===== config.mk =====
export PLATFORM = sky130hd
export DESIGN_NAME = mkwp_cell
export DESIGN_NICKNAME = d
export VERILOG_FILES = /design/src/rtl/core/mkwp_pkg.sv /design/src/rtl/core/mkwp_cell.sv
export SDC_FILE = /design/constraint.sdc
export NUM_CORES = 1
export LEC_CHECK = 0
export BUFFER_PORTS_ARGS = -buffer_cell sky130_fd_sc_hd__buf_4
export CORE_AREA = 10 10 330 332
export DETAILED_ROUTE_END_ITERATION = 16
export DIE_AREA = 0 0 340 342
export PLACE_DENSITY = 0.37
export SLEW_MARGIN = 25
export SYNTH_ARGS = -nofsm -noshare
export SYNTH_HDL_FRONTEND = slang
export SYNTH_SLANG_ARGS = --single-unit

===== constraint.sdc =====
create_clock -name clk -period 12.8 [get_ports clk]
set_input_delay 1.28 -clock clk [delete_from_list [all_inputs] [get_ports clk]]
set_output_delay 1.28 -clock clk [all_outputs]
set_load 0.01 [all_outputs]

===== src/rtl/core/mkwp_pkg.sv =====
// Constants and types shared by the window projection core and its cells.
package mkwp_pkg;

  localparam int KERNEL_COUNT = 16;
  localparam int WINDOW_TAPS  = 16;

  localparam int TAP_W   = $clog2(WINDOW_TAPS);
  localparam int KSEL_W  = $clog2(KERNEL_COUNT);
  localparam int CNT_W   = $clog2(KERNEL_COUNT + 1);

  localparam int FIELD_IDX_W = 4;
  localparam int COEF_W      = 16;
  localparam int PIX_W       = 16;
  localparam int PROD_W      = COEF_W + PIX_W;
  localparam int ACC_W       = 36;
  localparam int CFG_W       = 5;

  localparam logic OP_COEF  = 1'b0;
  localparam logic OP_PIXEL = 1'b1;

  // Broadcast control from the sequencer to every cell.
  typedef struct packed {
    logic                      wr;
    logic [TAP_W-1:0]          wr_tap;
    logic signed [COEF_W-1:0]  wr_coef;
    logic                      p_valid;
    logic [TAP_W-1:0]          p_tap;
    logic signed [PIX_W-1:0]   p_pixel;
    logic                      m_valid;
    logic                      m_last;
    logic                      shift;
  } cell_ctl_t;

endpackage


===== src/rtl/core/mkwp_cell.sv =====
// One kernel cell: tap store, registered product, saturating accumulator, output shift stage.
module mkwp_cell
  import mkwp_pkg::*;
(
  input  logic                    clk,
  input  logic                    rst,
  input  cell_ctl_t               ctl,
  input  logic                    wr_sel,
  input  logic signed [ACC_W-1:0] shift_in,
  output logic signed [ACC_W-1:0] shift_out
);

  logic signed [COEF_W-1:0] coef_mem [WINDOW_TAPS];
  logic signed [PROD_W-1:0] prod;
  logic signed [ACC_W-1:0]  acc;
  logic signed [ACC_W-1:0]  acc_next;
  logic signed [ACC_W:0]    sum_wide;
  logic signed [ACC_W-1:0]  hold;

  // Tap store, no reset: entries are written before use.
  always_ff @(posedge clk) begin
    if (ctl.wr && wr_sel) begin
      coef_mem[ctl.wr_tap] <= ctl.wr_coef;
    end
  end

  always_ff @(posedge clk) begin
    if (ctl.p_valid) begin
      prod <= coef_mem[ctl.p_tap] * ctl.p_pixel;
    end
  end

  // Saturate to the signed accumulator range.
  always_comb begin
    sum_wide = {acc[ACC_W-1], acc} + (ACC_W+1)'(prod);
    if (sum_wide[ACC_W] != sum_wide[ACC_W-1]) begin
      acc_next = sum_wide[ACC_W] ? {1'b1, {(ACC_W-1){1'b0}}} : {1'b0, {(ACC_W-1){1'b1}}};
    end else begin
      acc_next = sum_wide[ACC_W-1:0];
    end
  end

  always_ff @(posedge clk) begin
    if (rst) begin
      acc <= '0;
    end else if (ctl.m_valid) begin
      acc <= ctl.m_last ? '0 : acc_next;
    end
  end

  always_ff @(posedge clk) begin
    if (ctl.m_valid && ctl.m_last) begin
      hold <= acc_next;
    end else if (ctl.shift) begin
      hold <= shift_in;
    end
  end

  assign shift_out = hold;

endmodule


==> flow_metrics.env <==
export IMPL_status="finished clean"
export IMPL_yosysSeqAreaShare_pct=41.3
export IMPL_reg2reg_from="coef_mem[15][11]"
export IMPL_hp_class="flip-flop to flip-flop"
export IMPL_rows=118
export IMPL_clock_latency_ps=590
export IMPL_grt_pass1_wl_mm=109
export IMPL_post_drt_wl_per_cell_um=19.5
export IMPL_synth_flop_cell="edfxtp_1"
export IMPL_cts_sinks=360
export IMPL_crit_path_max_fanout=40
export IMPL_multi_input_area_um2=13500
export IMPL_hpwl_mm=51.0
export IMPL_endpoint_kind="flip-flop"
export IMPL_register_area_um2=10500
export IMPL_fmax_mhz=109
export IMPL_placement_cell_area_um2=27800
export IMPL_drt_iter0_drc=683
export IMPL_synth_most_common_cell="edfxtp_1"
export IMPL_drc=0
export IMPL_place_gp_congestion=0.779
export IMPL_nets=2623
export IMPL_crit_arrival_ps=9560
export IMPL_avgViaCountPerCell=4.36
export IMPL_grt_max_degree=65
export IMPL_crit_family="adder cells"
export IMPL_met1_usage_pct=15.6
export IMPL_avgSynthCellArea_um2=12.3
export IMPL_final_area_um2=29200
export IMPL_grt_setup_unrepaired="no"
export IMPL_cts_resized=0
export IMPL_syn_area_um2=25300
export IMPL_synth_top_area_cell="edfxtp_1"
export IMPL_cp_required_ps=13150
export IMPL_area_growth_syn_to_layout_pct=15.2
export IMPL_min_period_over_period_pct=71.9
export IMPL_synth_cells=2058
export IMPL_dieWidth_um=340
export IMPL_synth_seq_cells=360
export IMPL_worst_path_most_repeated_cell="fa_1"
export IMPL_startpoint="ctl[19]"
export IMPL_ant_nets=0
export IMPL_hold_violations=0
export IMPL_timing_final_max_slew_violations=0
export IMPL_clock_path_buffers=3
export IMPL_grt_ovfl_total=0
export IMPL_use_met3_pct=1.98
export IMPL_start_util_pct=24.7
export IMPL_ctsHtreeMaxLevel=2
export IMPL_yosys_top_cells_area="edfxtp_1 (38%), fa_1 (21%), mux4_2 (7.1%)"
export IMPL_core_um2=103000
export IMPL_met2_usage_pct=21.0
export IMPL_cts_setup_buffers=0
export IMPL_clock_skew_ps=39.0
export IMPL_synth_nets=2523
export IMPL_cap_violations=0
export IMPL_synth_commonest_cells="edfxtp_1 (324), inv_1 (300), fa_1 (263)"
export IMPL_slew_headroom_pct=37.7
export IMPL_setup_viol=0
export IMPL_crit_cells=24
export IMPL_clk_root_buffer_cell="clkbuf_16"
export IMPL_worst_slew_pin_slew_ps=935
export IMPL_min_period_ps=9210
export IMPL_dieArea_um2=116000
export IMPL_grt_pass1_vias=17700
export IMPL_r2r_worst_path_cells=22
export IMPL_final_fill_count=10600
export IMPL_crit_chain="buf_4 > buf_4 > mux4_2 > mux4_2 > and2_1 > fa_1 > inv_1 > fa_1 > fa_1 > inv_1 > fa_1 > fa_1 > inv_1 > fa_1 > inv_1 > ha_1 > a21o_1 > a21oi_1 > o2111ai_1 > a21oi_1 > o21ai_0 > a211oi_1 > o21ai_0 > xnor2_1"
export IMPL_synthArstFlopShare_pct=0
export IMPL_gr_max_usage_layer="met2"
export IMPL_setup_tns_ps=0
export IMPL_path_class="input pin to flip-flop"
export IMPL_clkTransAtPathRegs_ps=80
export IMPL_worstSetupStartpointType="input pin"
export IMPL_path_buf_inv=6
export IMPL_portBuffers=119
export IMPL_ios=120
export IMPL_numCtsBuffers=43
export IMPL_hold_buffers=0
export IMPL_synth_top_cell_area_share_pct=38.4
export IMPL_holdPathStages=2
export IMPL_ys_types=72
export IMPL_vias=15600
export IMPL_cts_tree="done"
export IMPL_drt_pass1_iterations=5
export IMPL_synth_edf_count=324
export IMPL_grt_use_total_pct=12.1
export IMPL_drive_above_1_share_pct=14.0
export IMPL_die_height_um=342
export IMPL_drt_total_wl_mm=69.7
export IMPL_slowest_delay_ps=700
export IMPL_antenna_found_initial=2
export IMPL_worstHoldStart="acc[0]"
export IMPL_crit_slowest_cell="mux4_2"
export IMPL_ys_warn_count=0
==> flip-flops by register name, summed over array words and instances (netlist names) <==
signal / cells
shift_out: 36
coef_mem: 256
acc: 36
prod: 32
==> tightest hold or removal path: stages (launching register included) <==
cell and delay [ps]:
dfxtp_1 330, nand2_1 50, o21ai_0 60
==> metal layers <==
metal / wire length (um) / part of all wire, %
met5: 13 / 0.019
met4: 1350 / 1.9
met3: 2480 / 3.6
met2: 33900 / 49
met1: 32000 / 46
==> cell usage in the layout (no fill, tap or decap), drive strengths merged, types with 36 or more instances in the layout <==
cell and instances:
xnor2 44, and2 128, fa 263, nor2 84, edfxtp 324, ha 118, clkbuf 57, mux4 80
o21ai 54, a21oi 89, buf 133, nand2 229, inv 300, dfxtp 36
==> final timing paths <==
kind	endpoint	slack [ps]
hold / removal	acc[0]	470
hold reg to reg	acc[0]	470
setup reg to reg	prod[28]	5270
setup / recovery	prod[28]	3590
==> stage by stage <==
| stage | instances | hold WS, ps | util (%) | worst slack, ps |
|---|---|---|---|---|
| after floorplan | 2058 | 429 | - | 4330 |
| after global placement | 3492 | 447 | 27.1 | 2880 |
| after detailed placement | 3492 | 460 | 27.1 | 2750 |
| after CTS | 3565 | 475 | 28.4 | 3430 |
| after global routing | 3566 | 497 | 28.4 | 3010 |
| final | 3567 | 472 | 28.4 | 3590 |
==> cell families (layout without fill, tap and decap cells) <==
group / Yosys count / in the layout / synth area share, %
simple gates: 521 / 521 / 9.87
fa+ha+maj: 381 / 381 / 26.6
buf+inv: 378 / 506 / 5.75
flops: 360 / 360 / 41.3
compound gates: 268 / 268 / 6.91
mux: 86 / 86 / 7.36
xor+xnor: 64 / 64 / 2.21
other cells: 0 / 1 / 0
==> area by class of cell <==
class,instances,area share [%]
inverters,300,3.86
well taps,1380,5.92
clock inverters,16,0.678
repair buffers,133,3.49
multi-input cells,1320,46.3
diodes,1,0.00858
flip-flops and latches,360,35.8
clock buffers,57,3.90
Power is not shown: default switching activity piles up to over one toggle a cycle in this logic, so the estimate is an artifact.
